**config.mk**
```make
export PLATFORM = sky130hd
export DESIGN_NAME = first_fit_segment_allocator
export DESIGN_NICKNAME = d
export VERILOG_FILES = /design/src/hdl/ffsa_pkg.sv /design/src/hdl/ffsa_ram.sv /design/src/hdl/first_fit_segment_allocator.sv
export SDC_FILE = /design/constraint.sdc
export NUM_CORES = 2
export LEC_CHECK = 0
export ABC_CLOCK_PERIOD_IN_PS = 5350
export BUFFER_PORTS_ARGS = -buffer_cell sky130_fd_sc_hd__buf_2
export CORE_UTILIZATION = 57
export CTS_CLUSTER_DIAMETER = 40
export DETAILED_ROUTE_END_ITERATION = 7
export PLACE_DENSITY = 0.77
export SLEW_MARGIN = 20
export SYNTH_ARGS = -nofsm -noshare
export SYNTH_HDL_FRONTEND = slang
export SYNTH_SLANG_ARGS = --single-unit
```
**constraint.sdc**
```tcl
create_clock -name clock -period 5.35 [get_ports clock]
set_input_delay 0.2675 -clock clock [delete_from_list [all_inputs] [get_ports clock]]
set_output_delay 0.2675 -clock clock [all_outputs]
set_load 0.05 [all_outputs]
```
**src/hdl/ffsa_pkg.sv**
```systemverilog
// ----------------------------------------------------------------------------
// ffsa_pkg
// Shared codes for the first-fit segment allocator: request codes, result
// status codes, listing limits and the sequencer state type.
// ----------------------------------------------------------------------------
package ffsa_pkg;

   localparam int STATUS_W = 3;
   localparam int REQ_W    = 3;
   localparam int FIDX_W   = 4;
   localparam int LIST_MAX = 16;

   // request codes
   localparam logic [REQ_W-1:0] REQ_ALLOC     = 3'd0;
   localparam logic [REQ_W-1:0] REQ_RELEASE   = 3'd1;
   localparam logic [REQ_W-1:0] REQ_TRANSLATE = 3'd2;
   localparam logic [REQ_W-1:0] REQ_LIST_USED = 3'd3;
   localparam logic [REQ_W-1:0] REQ_LIST_FREE = 3'd4;

   // result status codes
   localparam logic [STATUS_W-1:0] ST_OK       = 3'd0;
   localparam logic [STATUS_W-1:0] ST_EXISTS   = 3'd1;
   localparam logic [STATUS_W-1:0] ST_NOMEM    = 3'd2;
   localparam logic [STATUS_W-1:0] ST_NOTFOUND = 3'd3;
   localparam logic [STATUS_W-1:0] ST_BADOFF   = 3'd4;
   localparam logic [STATUS_W-1:0] ST_BADSIZE  = 3'd5;
   localparam logic [STATUS_W-1:0] ST_FULL     = 3'd6;
   localparam logic [STATUS_W-1:0] ST_EMPTY    = 3'd7;

   typedef enum logic [4:0] {
      S_INIT,
      S_IDLE,
      S_SCAN_RD,
      S_SCAN_EV,
      S_DECIDE,
      S_CMP_RD,
      S_CMP_EV,
      S_CMP_TAIL,
      S_PLACE,
      S_INS_RD,
      S_INS_WR,
      S_INS_FIN1,
      S_INS_FIN2,
      S_REL_RD,
      S_REL_EV,
      S_REL_MERGE,
      S_RM_RD,
      S_RM_WR,
      S_LCNT_RD,
      S_LCNT_EV,
      S_LEMT_RD,
      S_LEMT_EV
   } state_type;

endpackage

```
**src/hdl/ffsa_ram.sv**
```systemverilog
// ----------------------------------------------------------------------------
// ffsa_ram
// Segment table storage: one write port, one read port, registered read data.
// ----------------------------------------------------------------------------
module ffsa_ram #(
   parameter int DEPTH = 16,
   parameter int WIDTH = 50,
   localparam int AW   = $clog2(DEPTH)
) (
   input  logic             clock,
   input  logic             wr_en,
   input  logic [AW-1:0]    wr_addr,
   input  logic [WIDTH-1:0] wr_data,
   input  logic [AW-1:0]    rd_addr,
   output logic [WIDTH-1:0] rd_data
);

   logic [WIDTH-1:0] mem [DEPTH];
   logic [WIDTH-1:0] rd_data_ff;

   always_ff @(posedge clock) begin
      if (wr_en) begin
         mem[wr_addr] <= wr_data;
      end
      rd_data_ff <= mem[rd_addr];
   end

   assign rd_data = rd_data_ff;

endmodule

```
**src/hdl/first_fit_segment_allocator.sv**
```systemverilog
// ----------------------------------------------------------------------------
// first_fit_segment_allocator
// Address-ordered segment table with first-fit allocate, coalescing release,
// compaction, offset translation and used/free listings.
// ----------------------------------------------------------------------------
// Usage:
//  - Requests: drive req_type, req_process_id, req_amount and pulse start;
//    the beat is taken on a clock edge with start high and busy low. busy
//    stays high until the last result of the request has been shown.
//  - Results: each result beat is on the rsp_ ports for one cycle, marked by
//    rsp_valid; rsp_last flags the final beat. The receiver cannot stall.
//  - Allocate, release and translate give one beat; listings give up to 16
//    beats. Unknown request codes give no beat.
//  - Table: the table sits in one memory with one read port and registered
//    read data; every table walk handles one entry at a time (read, then
//    evaluate). Translate is one scan; allocate is a scan plus, when needed,
//    a compaction walk and an insert shift; release is a scan, a merge and,
//    when needed, a removal shift; listings are a count pass, then an emit pass.
//  - CSR: ram_size at byte address 0, written over the APB-style port only
//    while the block is idle. A write clamps to 1..2^ADDR_BITS and rebuilds
//    the table as one free segment (busy high meanwhile).
//  - Reset: ram_size returns to 2^ADDR_BITS and the table is rebuilt in the
//    first cycle after reset; no clearing sweep is needed since entries
//    beyond the live count are never read.
// ----------------------------------------------------------------------------
module first_fit_segment_allocator
   import ffsa_pkg::*;
#(
   parameter int SEGMENTS  = 16,
   parameter int ADDR_BITS = 20,
   parameter int ID_BITS   = 8
) (
   input  logic                   clock,
   input  logic                   reset,
   // request channel
   input  logic                   start,
   output logic                   busy,
   input  logic [REQ_W-1:0]       req_type,
   input  logic [ID_BITS-1:0]     req_process_id,
   input  logic [ADDR_BITS:0]     req_amount,
   // result channel
   output logic                   rsp_valid,
   output logic [STATUS_W-1:0]    rsp_status,
   output logic [ID_BITS-1:0]     rsp_owner_id,
   output logic [ADDR_BITS-1:0]   rsp_seg_base,
   output logic [ADDR_BITS-1:0]   rsp_seg_bound,
   output logic [ADDR_BITS-1:0]   rsp_phys_addr,
   output logic [FIDX_W-1:0]      rsp_free_index,
   output logic                   rsp_compacted,
   output logic                   rsp_last,
   // csr port
   input  logic                   csr_psel,
   input  logic                   csr_penable,
   input  logic                   csr_pwrite,
   input  logic [2:0]             csr_paddr,
   input  logic [31:0]            csr_pwdata,
   output logic [31:0]            csr_prdata,
   output logic                   csr_pready
);

   localparam int SW = ADDR_BITS + 1;           // size width
   localparam int CW = $clog2(SEGMENTS + 1);    // count width
   localparam int IW = $clog2(SEGMENTS);        // table index width

   typedef struct packed {
      logic               used;
      logic [ID_BITS-1:0] owner;
      logic [SW-1:0]      size;
      logic [ADDR_BITS-1:0] base;
   } entry_type;

   typedef struct packed {
      logic [STATUS_W-1:0]  status;
      logic [ID_BITS-1:0]   owner;
      logic [ADDR_BITS-1:0] base;
      logic [ADDR_BITS-1:0] bound;
      logic [ADDR_BITS-1:0] phys;
      logic [FIDX_W-1:0]    fidx;
      logic                 comp;
      logic                 last;
   } rsp_type;

   localparam int EW = $bits(entry_type);

   function automatic rsp_type mk_rsp(input logic [STATUS_W-1:0] st,
                                      input logic [ID_BITS-1:0] own,
                                      input logic [ADDR_BITS-1:0] b,
                                      input logic [ADDR_BITS-1:0] bd,
                                      input logic [ADDR_BITS-1:0] ph,
                                      input logic [FIDX_W-1:0] fi,
                                      input logic cp,
                                      input logic ls);
      rsp_type r;
      r.status = st;
      r.owner  = own;
      r.base   = b;
      r.bound  = bd;
      r.phys   = ph;
      r.fidx   = fi;
      r.comp   = cp;
      r.last   = ls;
      return r;
   endfunction

   // ------------------------------------------------------------------------
   // registers
   // ------------------------------------------------------------------------
   state_type            state_ff, state_in;
   logic [SW-1:0]        ram_size_ff, ram_size_in;
   logic [CW-1:0]        count_ff, count_in;
   logic [SW-1:0]        free_total_ff, free_total_in;
   logic [REQ_W-1:0]     req_ff, req_in;
   logic [ID_BITS-1:0]   id_ff, id_in;
   logic [SW-1:0]        amt_ff, amt_in;
   logic [CW-1:0]        idx_ff, idx_in;
   logic                 hit_ff, hit_in;
   logic [CW-1:0]        hit_idx_ff, hit_idx_in;
   logic [ADDR_BITS-1:0] hit_base_ff, hit_base_in;
   logic [SW-1:0]        hit_size_ff, hit_size_in;
   logic                 prev_used_ff, prev_used_in;
   logic [ADDR_BITS-1:0] prev_base_ff, prev_base_in;
   logic [SW-1:0]        prev_size_ff, prev_size_in;
   logic                 fit_ff, fit_in;
   logic [CW-1:0]        fit_idx_ff, fit_idx_in;
   logic [ADDR_BITS-1:0] fit_base_ff, fit_base_in;
   logic [SW-1:0]        fit_size_ff, fit_size_in;
   logic                 nxf_ff, nxf_in;
   logic [SW-1:0]        nx_size_ff, nx_size_in;
   logic [CW-1:0]        cnt_ff, cnt_in;
   logic [4:0]           k_ff, k_in;
   logic                 comp_ff, comp_in;
   logic [CW-1:0]        nw_ff, nw_in;
   logic [SW-1:0]        next_base_ff, next_base_in;
   logic [1:0]           rm_k_ff, rm_k_in;
   logic                 rsp_valid_ff, rsp_valid_in;
   rsp_type              rsp_ff, rsp_in;

   // memory port
   logic                 mem_we;
   logic [IW-1:0]        mem_waddr;
   entry_type            mem_wdata;
   logic [IW-1:0]        mem_raddr;
   logic [EW-1:0]        mem_rdata;
   entry_type            e;

   ffsa_ram #(
      .DEPTH (SEGMENTS),
      .WIDTH (EW)
   ) u_table (
      .clock   (clock),
      .wr_en   (mem_we),
      .wr_addr (mem_waddr),
      .wr_data (mem_wdata),
      .rd_addr (mem_raddr),
      .rd_data (mem_rdata)
   );

   assign e = entry_type'(mem_rdata);

   // ------------------------------------------------------------------------
   // shared conditions
   // ------------------------------------------------------------------------
   logic          cfg_wr;
   logic          accept;
   logic          in_range;
   logic          is_match;
   logic          is_fit;
   logic          want_used;
   logic          lst_match;
   logic          k_last;
   logic          tail_ok;
   logic          table_full;
   logic          rel_has_next;
   logic          pf;
   logic [1:0]    rm_k_calc;
   logic [SW-1:0] merged_size;
   logic          rm_more;
   logic [CW:0]   rm_src;
   logic [63:0]   wv;

   assign cfg_wr    = csr_psel && csr_penable && csr_pwrite && !csr_paddr[2];
   assign accept    = start && (state_ff == S_IDLE);
   assign in_range  = idx_ff < count_ff;
   assign is_match  = e.used && (e.owner == id_ff);
   assign is_fit    = !e.used && (e.size >= amt_ff);
   assign want_used = (req_ff == REQ_LIST_USED);
   assign lst_match = (e.used == want_used);
   assign k_last    = (32'(k_ff) + 1) == 32'(cnt_ff);
   assign tail_ok   = (free_total_ff != '0) && (32'(nw_ff) < SEGMENTS);
   assign table_full = 32'(count_ff) >= SEGMENTS;
   assign rel_has_next = ((CW + 1)'(hit_idx_ff) + (CW + 1)'(1)) < (CW + 1)'(count_ff);

   // release merge: left neighbor free, right neighbor free (nxf)
   assign pf = (hit_idx_ff != '0) && !prev_used_ff;
   assign merged_size = hit_size_ff + (nxf_ff ? nx_size_ff : '0) + (pf ? prev_size_ff : '0);
   assign rm_k_calc = pf ? (2'd1 + {1'b0, nxf_ff}) : {1'b0, nxf_ff};
   assign rm_src  = (CW + 1)'(idx_ff) + (CW + 1)'(rm_k_ff);
   assign rm_more = rm_src < (CW + 1)'(count_ff);

   assign wv = 64'(csr_pwdata);

   // ------------------------------------------------------------------------
   // next state
   // ------------------------------------------------------------------------
   always_comb begin
      state_in = state_ff;
      unique case (state_ff)
         S_INIT: state_in = S_IDLE;
         S_IDLE: begin
            if (cfg_wr) begin
               state_in = S_INIT;
            end else if (start) begin
               unique case (req_type)
                  REQ_ALLOC:                 state_in = (req_amount == '0) ? S_IDLE : S_SCAN_RD;
                  REQ_RELEASE, REQ_TRANSLATE: state_in = S_SCAN_RD;
                  REQ_LIST_USED, REQ_LIST_FREE: state_in = S_LCNT_RD;
                  default:                   state_in = S_IDLE;
               endcase
            end
         end
         S_SCAN_RD: state_in = in_range ? S_SCAN_EV : S_DECIDE;
         S_SCAN_EV: state_in = (req_ff != REQ_ALLOC && is_match) ? S_DECIDE : S_SCAN_RD;
         S_DECIDE: begin
            unique case (req_ff)
               REQ_ALLOC: begin
                  if (hit_ff || (amt_ff > free_total_ff)) begin
                     state_in = S_IDLE;
                  end else if (fit_ff) begin
                     state_in = S_PLACE;
                  end else begin
                     state_in = S_CMP_RD;
                  end
               end
               REQ_RELEASE: begin
                  if (!hit_ff) begin
                     state_in = S_IDLE;
                  end else begin
                     state_in = rel_has_next ? S_REL_RD : S_REL_MERGE;
                  end
               end
               default: state_in = S_IDLE;
            endcase
         end
         S_CMP_RD:   state_in = in_range ? S_CMP_EV : S_CMP_TAIL;
         S_CMP_EV:   state_in = S_CMP_RD;
         S_CMP_TAIL: state_in = tail_ok ? S_PLACE : S_IDLE;
         S_PLACE: begin
            if (fit_size_ff != amt_ff) begin
               state_in = table_full ? S_IDLE : S_INS_RD;
            end else begin
               state_in = S_IDLE;
            end
         end
         S_INS_RD:    state_in = (idx_ff > fit_idx_ff) ? S_INS_WR : S_INS_FIN1;
         S_INS_WR:    state_in = S_INS_RD;
         S_INS_FIN1:  state_in = S_INS_FIN2;
         S_INS_FIN2:  state_in = S_IDLE;
         S_REL_RD:    state_in = S_REL_EV;
         S_REL_EV:    state_in = S_REL_MERGE;
         S_REL_MERGE: state_in = (rm_k_calc == 2'd0) ? S_IDLE : S_RM_RD;
         S_RM_RD:     state_in = rm_more ? S_RM_WR : S_IDLE;
         S_RM_WR:     state_in = S_RM_RD;
         S_LCNT_RD: begin
            if (in_range) begin
               state_in = S_LCNT_EV;
            end else begin
               state_in = (cnt_ff == '0) ? S_IDLE : S_LEMT_RD;
            end
         end
         S_LCNT_EV: state_in = S_LCNT_RD;
         S_LEMT_RD: state_in = S_LEMT_EV;
         S_LEMT_EV: state_in = (lst_match && k_last) ? S_IDLE : S_LEMT_RD;
         default:   state_in = S_IDLE;
      endcase
   end

   // ------------------------------------------------------------------------
   // datapath, memory controls and result beats
   // ------------------------------------------------------------------------
   always_comb begin
      ram_size_in   = ram_size_ff;
      count_in      = count_ff;
      free_total_in = free_total_ff;
      req_in        = req_ff;
      id_in         = id_ff;
      amt_in        = amt_ff;
      idx_in        = idx_ff;
      hit_in        = hit_ff;
      hit_idx_in    = hit_idx_ff;
      hit_base_in   = hit_base_ff;
      hit_size_in   = hit_size_ff;
      prev_used_in  = prev_used_ff;
      prev_base_in  = prev_base_ff;
      prev_size_in  = prev_size_ff;
      fit_in        = fit_ff;
      fit_idx_in    = fit_idx_ff;
      fit_base_in   = fit_base_ff;
      fit_size_in   = fit_size_ff;
      nxf_in        = nxf_ff;
      nx_size_in    = nx_size_ff;
      cnt_in        = cnt_ff;
      k_in          = k_ff;
      comp_in       = comp_ff;
      nw_in         = nw_ff;
      next_base_in  = next_base_ff;
      rm_k_in       = rm_k_ff;
      rsp_valid_in  = 1'b0;
      rsp_in        = rsp_ff;
      mem_we        = 1'b0;
      mem_waddr     = idx_ff[IW-1:0];
      mem_wdata     = e;
      mem_raddr     = idx_ff[IW-1:0];

      unique case (state_ff)
         S_INIT: begin
            mem_we         = 1'b1;
            mem_waddr      = '0;
            mem_wdata      = '0;
            mem_wdata.size = ram_size_ff;
            count_in       = CW'(1);
            free_total_in  = ram_size_ff;
         end
         S_IDLE: begin
            if (cfg_wr) begin
               if (wv == 64'd0) begin
                  ram_size_in = SW'(1);
               end else if (wv > (64'd1 << ADDR_BITS)) begin
                  ram_size_in = SW'(64'd1 << ADDR_BITS);
               end else begin
                  ram_size_in = SW'(wv);
               end
            end else if (accept) begin
               req_in  = req_type;
               id_in   = req_process_id;
               amt_in  = req_amount;
               idx_in  = '0;
               hit_in  = 1'b0;
               fit_in  = 1'b0;
               comp_in = 1'b0;
               cnt_in  = '0;
               prev_used_in = 1'b1;
               if (req_type == REQ_ALLOC && req_amount == '0) begin
                  rsp_valid_in = 1'b1;
                  rsp_in = mk_rsp(ST_BADSIZE, req_process_id, '0, '0, '0, '0, 1'b0, 1'b1);
               end
            end
         end
         S_SCAN_EV: begin
            if (is_match && !hit_ff) begin
               hit_in      = 1'b1;
               hit_idx_in  = idx_ff;
               hit_base_in = e.base;
               hit_size_in = e.size;
            end
            if (!is_match) begin
               prev_used_in = e.used;
               prev_base_in = e.base;
               prev_size_in = e.size;
            end
            if (is_fit && !fit_ff) begin
               fit_in      = 1'b1;
               fit_idx_in  = idx_ff;
               fit_base_in = e.base;
               fit_size_in = e.size;
            end
            idx_in = idx_ff + CW'(1);
         end
         S_DECIDE: begin
            case (req_ff)
               REQ_ALLOC: begin
                  if (hit_ff) begin
                     rsp_valid_in = 1'b1;
                     rsp_in = mk_rsp(ST_EXISTS, id_ff, '0, '0, '0, '0, 1'b0, 1'b1);
                  end else if (amt_ff > free_total_ff) begin
                     rsp_valid_in = 1'b1;
                     rsp_in = mk_rsp(ST_NOMEM, id_ff, '0, '0, '0, '0, 1'b0, 1'b1);
                  end else if (!fit_ff) begin
                     idx_in       = '0;
                     nw_in        = '0;
                     next_base_in = '0;
                     comp_in      = 1'b1;
                  end
               end
               REQ_RELEASE: begin
                  if (!hit_ff) begin
                     rsp_valid_in = 1'b1;
                     rsp_in = mk_rsp(ST_NOTFOUND, id_ff, '0, '0, '0, '0, 1'b0, 1'b1);
                  end else begin
                     free_total_in = free_total_ff + hit_size_ff;
                     nxf_in        = 1'b0;
                  end
               end
               REQ_TRANSLATE: begin
                  rsp_valid_in = 1'b1;
                  if (!hit_ff) begin
                     rsp_in = mk_rsp(ST_NOTFOUND, id_ff, '0, '0, '0, '0, 1'b0, 1'b1);
                  end else if (amt_ff >= hit_size_ff) begin
                     rsp_in = mk_rsp(ST_BADOFF, id_ff, '0, '0, '0, '0, 1'b0, 1'b1);
                  end else begin
                     rsp_in = mk_rsp(ST_OK, id_ff, hit_base_ff,
                                     ADDR_BITS'(SW'(hit_base_ff) + hit_size_ff - SW'(1)),
                                     ADDR_BITS'(SW'(hit_base_ff) + amt_ff), '0, 1'b0, 1'b1);
                  end
               end
               default: ;
            endcase
         end
         S_CMP_EV: begin
            // slide used entries down; write index never passes read index
            if (e.used) begin
               mem_we         = 1'b1;
               mem_waddr      = nw_ff[IW-1:0];
               mem_wdata      = e;
               mem_wdata.base = next_base_ff[ADDR_BITS-1:0];
               nw_in          = nw_ff + CW'(1);
               next_base_in   = next_base_ff + e.size;
            end
            idx_in = idx_ff + CW'(1);
         end
         S_CMP_TAIL: begin
            if (tail_ok) begin
               mem_we          = 1'b1;
               mem_waddr       = nw_ff[IW-1:0];
               mem_wdata.used  = 1'b0;
               mem_wdata.owner = '0;
               mem_wdata.size  = free_total_ff;
               mem_wdata.base  = next_base_ff[ADDR_BITS-1:0];
               count_in        = nw_ff + CW'(1);
               fit_in          = 1'b1;
               fit_idx_in      = nw_ff;
               fit_base_in     = next_base_ff[ADDR_BITS-1:0];
               fit_size_in     = free_total_ff;
            end else begin
               count_in     = nw_ff;
               rsp_valid_in = 1'b1;
               rsp_in = mk_rsp(ST_NOMEM, id_ff, '0, '0, '0, '0, 1'b1, 1'b1);
            end
         end
         S_PLACE: begin
            if (fit_size_ff != amt_ff) begin
               if (table_full) begin
                  rsp_valid_in = 1'b1;
                  rsp_in = mk_rsp(ST_FULL, id_ff, '0, '0, '0, '0, comp_ff, 1'b1);
               end else begin
                  idx_in = count_ff;
               end
            end else begin
               mem_we          = 1'b1;
               mem_waddr       = fit_idx_ff[IW-1:0];
               mem_wdata.used  = 1'b1;
               mem_wdata.owner = id_ff;
               mem_wdata.size  = fit_size_ff;
               mem_wdata.base  = fit_base_ff;
               free_total_in   = free_total_ff - amt_ff;
               rsp_valid_in    = 1'b1;
               rsp_in = mk_rsp(ST_OK, id_ff, fit_base_ff,
                               ADDR_BITS'(SW'(fit_base_ff) + amt_ff - SW'(1)), '0, '0,
                               comp_ff, 1'b1);
            end
         end
         S_INS_RD: begin
            mem_raddr = IW'(idx_ff - CW'(1));
         end
         S_INS_WR: begin
            mem_we    = 1'b1;
            mem_waddr = idx_ff[IW-1:0];
            mem_wdata = e;
            idx_in    = idx_ff - CW'(1);
         end
         S_INS_FIN1: begin
            mem_we          = 1'b1;
            mem_waddr       = fit_idx_ff[IW-1:0];
            mem_wdata.used  = 1'b1;
            mem_wdata.owner = id_ff;
            mem_wdata.size  = amt_ff;
            mem_wdata.base  = fit_base_ff;
         end
         S_INS_FIN2: begin
            mem_we          = 1'b1;
            mem_waddr       = IW'(fit_idx_ff + CW'(1));
            mem_wdata.used  = 1'b0;
            mem_wdata.owner = '0;
            mem_wdata.size  = fit_size_ff - amt_ff;
            mem_wdata.base  = ADDR_BITS'(SW'(fit_base_ff) + amt_ff);
            count_in        = count_ff + CW'(1);
            free_total_in   = free_total_ff - amt_ff;
            rsp_valid_in    = 1'b1;
            rsp_in = mk_rsp(ST_OK, id_ff, fit_base_ff,
                            ADDR_BITS'(SW'(fit_base_ff) + amt_ff - SW'(1)), '0, '0,
                            comp_ff, 1'b1);
         end
         S_REL_RD: begin
            mem_raddr = IW'(hit_idx_ff + CW'(1));
         end
         S_REL_EV: begin
            nxf_in     = !e.used;
            nx_size_in = e.size;
         end
         S_REL_MERGE: begin
            mem_we          = 1'b1;
            mem_wdata.used  = 1'b0;
            mem_wdata.owner = '0;
            mem_wdata.size  = merged_size;
            if (pf) begin
               mem_waddr      = IW'(hit_idx_ff - CW'(1));
               mem_wdata.base = prev_base_ff;
               idx_in         = hit_idx_ff;
            end else begin
               mem_waddr      = hit_idx_ff[IW-1:0];
               mem_wdata.base = hit_base_ff;
               idx_in         = hit_idx_ff + CW'(1);
            end
            rm_k_in = rm_k_calc;
            if (rm_k_calc == 2'd0) begin
               rsp_valid_in = 1'b1;
               rsp_in = mk_rsp(ST_OK, id_ff, hit_base_ff,
                               ADDR_BITS'(SW'(hit_base_ff) + hit_size_ff - SW'(1)), '0, '0,
                               1'b0, 1'b1);
            end
         end
         S_RM_RD: begin
            mem_raddr = rm_src[IW-1:0];
            if (!rm_more) begin
               count_in     = count_ff - CW'(rm_k_ff);
               rsp_valid_in = 1'b1;
               rsp_in = mk_rsp(ST_OK, id_ff, hit_base_ff,
                               ADDR_BITS'(SW'(hit_base_ff) + hit_size_ff - SW'(1)), '0, '0,
                               1'b0, 1'b1);
            end
         end
         S_RM_WR: begin
            mem_we    = 1'b1;
            mem_waddr = idx_ff[IW-1:0];
            mem_wdata = e;
            idx_in    = idx_ff + CW'(1);
         end
         S_LCNT_RD: begin
            if (!in_range) begin
               idx_in = '0;
               k_in   = '0;
               if (cnt_ff == '0) begin
                  rsp_valid_in = 1'b1;
                  rsp_in = mk_rsp(ST_EMPTY, '0, '0, '0, '0, '0, 1'b0, 1'b1);
               end else if (32'(cnt_ff) > LIST_MAX) begin
                  cnt_in = CW'(LIST_MAX);
               end
            end
         end
         S_LCNT_EV: begin
            if (lst_match) begin
               cnt_in = cnt_ff + CW'(1);
            end
            idx_in = idx_ff + CW'(1);
         end
         S_LEMT_EV: begin
            if (lst_match) begin
               rsp_valid_in = 1'b1;
               rsp_in = mk_rsp(ST_OK, want_used ? e.owner : '0, e.base,
                               ADDR_BITS'(SW'(e.base) + e.size - SW'(1)), '0,
                               want_used ? '0 : k_ff[FIDX_W-1:0], 1'b0, k_last);
               k_in = k_ff + 5'd1;
            end
            idx_in = idx_ff + CW'(1);
         end
         default: ;
      endcase
   end

   // ------------------------------------------------------------------------
   // register update
   // ------------------------------------------------------------------------
   always_ff @(posedge clock) begin
      if (reset) begin
         state_ff      <= S_INIT;
         ram_size_ff   <= SW'(64'd1 << ADDR_BITS);
         count_ff      <= CW'(1);
         free_total_ff <= SW'(64'd1 << ADDR_BITS);
         rsp_valid_ff  <= 1'b0;
      end else begin
         state_ff      <= state_in;
         ram_size_ff   <= ram_size_in;
         count_ff      <= count_in;
         free_total_ff <= free_total_in;
         rsp_valid_ff  <= rsp_valid_in;
      end
   end

   always_ff @(posedge clock) begin
      req_ff       <= req_in;
      id_ff        <= id_in;
      amt_ff       <= amt_in;
      idx_ff       <= idx_in;
      hit_ff       <= hit_in;
      hit_idx_ff   <= hit_idx_in;
      hit_base_ff  <= hit_base_in;
      hit_size_ff  <= hit_size_in;
      prev_used_ff <= prev_used_in;
      prev_base_ff <= prev_base_in;
      prev_size_ff <= prev_size_in;
      fit_ff       <= fit_in;
      fit_idx_ff   <= fit_idx_in;
      fit_base_ff  <= fit_base_in;
      fit_size_ff  <= fit_size_in;
      nxf_ff       <= nxf_in;
      nx_size_ff   <= nx_size_in;
      cnt_ff       <= cnt_in;
      k_ff         <= k_in;
      comp_ff      <= comp_in;
      nw_ff        <= nw_in;
      next_base_ff <= next_base_in;
      rm_k_ff      <= rm_k_in;
      rsp_ff       <= rsp_in;
   end

   // ------------------------------------------------------------------------
   // outputs
   // ------------------------------------------------------------------------
   assign busy           = (state_ff != S_IDLE);
   assign rsp_valid      = rsp_valid_ff;
   assign rsp_status     = rsp_ff.status;
   assign rsp_owner_id   = rsp_ff.owner;
   assign rsp_seg_base   = rsp_ff.base;
   assign rsp_seg_bound  = rsp_ff.bound;
   assign rsp_phys_addr  = rsp_ff.phys;
   assign rsp_free_index = rsp_ff.fidx;
   assign rsp_compacted  = rsp_ff.comp;
   assign rsp_last       = rsp_ff.last;

   assign csr_pready = 1'b1;
   assign csr_prdata = csr_paddr[2] ? 32'd0 : 32'(ram_size_ff);

endmodule

```
==> run_results.csv <==
group,metric,value,unit
run_status,status,"finished with violations",
run_status,violations,"design-rule violations",
floorplan,coreArea,0.107,mm2
routing,drc,9,
cells_and_area,drive_gt1_share,11.9,%
routing,vias_per_cell,6.47,
synth,synth.area.top_cells,"edfxtp_1 (54%), ha_1 (5.9%), nand2_1 (4.2%)",
synth,ys_types,92,
timing,period_share,95.4,%
cells_and_area,area_growth,15.3,%
cells_and_area,regMostFlops,"u_table.mem",
clock_tree,cts_buffers,151,
hold_path,hp-start,"csr_pwdata[29]",
timing,worst_slack,246,ps
synth,synth_cells,5373,
place,place_hpwl,128000,um
power_and_ir_drop,vdd_ir_drop_max,0.000404,V
synth,syn_area,0.0614,mm2
floorplan,die_h,330,um
synth,synth_edf_count,1110,
clock_tree,clock_latency,800,ps
synth,yosysWarnings,0,
synth,ys_ff_latch,1213,
synth,synth.largest_area_cell,"edfxtp_1",
global_routing,antenna_found_initial,2,
power_and_ir_drop,total_power,27.0,mW
run,drv_cap,0,
global_routing,grt_pass1_vias,43700,
floorplan,start_util,57.4,%
place,dpl_worst_slack,-85.6,ps
routing,ant_nets,0,
clock_tree,path_clk_slew,60,ps
timing,period_needed,5100,ps
place,place.gp.congestion,1.02,
global_routing,grt_first_pass_wirelength,277000,um
synth,yosysMostFrequentCell,"edfxtp_1",
setup_path,cp_top_family,"compound AO/OA/AOI/OAI gates",
timing,whs,152,ps
floorplan,rows,120,
timing,hold_viol,0,
routing,wl_per_cell,26.4,um
cells_and_area,largest_reg_flops,800,
routing,drt_iter0_drc,6318,
synth,ys_seq_area_share,57.7,%
timing,finalMaxSlewViolations,0,
timing,report.final.setup_viol,0,
setup_path,endpoint_kind,"register",
routing,routed_wl,190000,um
floorplan,die-area,0.109,mm2
clock_tree,cts_buffer_depth,3,
hold_path,hp-class,"primary input to register",
clock_tree,clock_sinks,1213,
clock_tree,cts-htree-levels,4,
synth,ys.flop_type,"edfxtp_1",
setup_path,critPathArrivalTime,5580,ps
setup_path,rr_startpoint,"hit_idx_ff[1]",
power_and_ir_drop,power.density,381,mW/mm2
routing,detail_route.first_pass.iterations,8,
setup_path,start_kind,"register",
clock_tree,cts-root-buf,"clkbuf_16",
setup_path,setup.worst_path.class,"register to register",
setup_path,cp-startpoint,"hit_idx_ff[1]",
global_routing,overflow,0,
floorplan,io_pins,185,
setup_path,path_buf_inv,3,
synth,netlist.area_leader.share,54.3,%
global_routing,grt_max_degree,155,
routing,vias,46500,
setup_path,cpMaxStageDelayCell,"fa_1",
synth,ys_async_sr_fraction,0,%
setup_path,critPathMaxFanout,18,
timing,fmax,196,MHz
synth,synth_common_cells,"edfxtp_1 (1110), nand2_1 (686), a21oi_1 (298)",
power_and_ir_drop,p_leak,26.4,nW
timing,tightest_slew,1150,ps
setup_path,crit_chain,"inv_1 > ha_1 > nor4b_4 > nor2_4 > and2_1 > fa_1 > ha_1 > inv_1 > fa_1 > nand2b_1 > a21oi_1 > o211ai_1 > a21o_1 > a211oi_1 > o21ai_0 > mux2i_1 > o21ai_0 > o31ai_2 > buf_4 > nand2_1",
setup_path,cp.required,5830,ps
floorplan,dieWidth,330,um
place,io_buffers,170,
synth,synth_area_per_cell,11.4,um2
global_routing,track_usage,34.6,%
clock_tree,cts_tree,"built",
setup_path,max_stage_delay,510,ps
timing,fin_skew,45.5,ps
cells_and_area,nets,6057,
timing,relSlewSlack,22.6,%
-- through the flow --
stage,area (um2),setup TNS [ps],util (%),cells
detailed placement,65000,-1370,60.8,6857
global route,70800,-3.75,66.2,7194
global placement,65000,0,60.8,6856
floorplan,61400,0,-,5383
finish,70800,0,66.2,7195
CTS,70700,0,66.2,7192
-- layer usage --
metal | global-route usage (%) | wire length (um) | vias to the layer above
met3 | 7.25 | 21100 | 461
met4 | 16.7 | 9720 | 0
met1 | 47.2 | 75300 | 22500
met2 | 52.8 | 84200 | 2860
li1 | - | - | 20700
met5 | 0 | 0 | -
-- cell type report --
| class | count | area, um2 |
|---|---|---|
| tap | 1403 | 1760 |
| multi-input combinational | 3592 | 24100 |
| fill | 7688 | 36100 |
| clock buffer | 185 | 3980 |
| clock inverter | 95 | 1180 |
| antenna | 1 | 2.50 |
| inverter | 284 | 1070 |
| sequential | 1213 | 35400 |
| timing repair buffer | 422 | 3330 |
-- final timing paths --
path,end,slack [ps],depth (start not counted)
worst max-delay path,u_table.mem[0][39],250,20
worst min-delay path,ram_size_ff[15],150,6
worst max register to register,u_table.mem[0][39],250,20
worst min register to register,prev_base_ff[4],560,0
-- power by group --
part | switching (mW) | leakage, nW | internal (mW)
clock | 4.26 | 2.47 | 6.07
sequential | 0.443 | 11.0 | 11.2
combinational | 3.32 | 12.9 | 1.64
-- cells in the final DEF, fill, tap and decap left out, types with 18 or more instances in the layout --
cell and count:
ha_1 289, a222oi_1 38, a21o_1 80, a221oi_1 40, o211ai_1 18, nand3_1 79, or3_1 24, a22oi_1 37
o21ai_0 187, and3_1 20, o21bai_1 19, nand2_1 686, nor2_1 236, o22ai_1 20, inv_1 281, edfxtp_1 1110
clkbuf_1 27, nor2b_1 53, dlygate4sd3_1 55, and2_1 258, a211oi_1 290, dfxtp_1 103, o21a_1 25, a311oi_1 106
nor3_1 57, nor4_1 31, buf_4 161, xor2_1 68, nor2_4 19, fa_1 31, clkbuf_16 151, buf_12 36
buf_2 170, xnor2_1 130, a31oi_1 121, a21oi_1 296, nand2b_1 50, a221o_1 46
-- timing repair --
item                                   4_1_cts  5_1_grt
gates cloned                                 0        1
resized for setup                            1        7
endpoints found under the hold margin       62        0
buffers inserted                             0        1
hold buffers                                55        0
pin swaps                                    0        2
setup endpoints to repair                   16       96
-- worst reg2reg max path: cells and delay by family, from the launching register on --
kind / cells / cell delay (ps)
compound gates: 7 / 1620
fa+ha+maj: 4 / 1290
buf+inv: 3 / 360
flops: 1 / 400
mux: 1 / 170
simple gates: 5 / 980
-- cell families after synthesis --
kind of cell | count (synthesis) | synth area share [%]
AOI/OAI and AO/OA | 1455 | 16.4
xor gates and xnor gates | 199 | 2.85
adders and majority gates | 320 | 6.90
buffers and inverters | 579 | 3.67
DFF | 1213 | 57.7
muxes | 17 | 0.281
other | 2 | 0.0122
and+or+nand+nor | 1588 | 12.2
No activity file was read; power rests on OpenSTA's default activity.
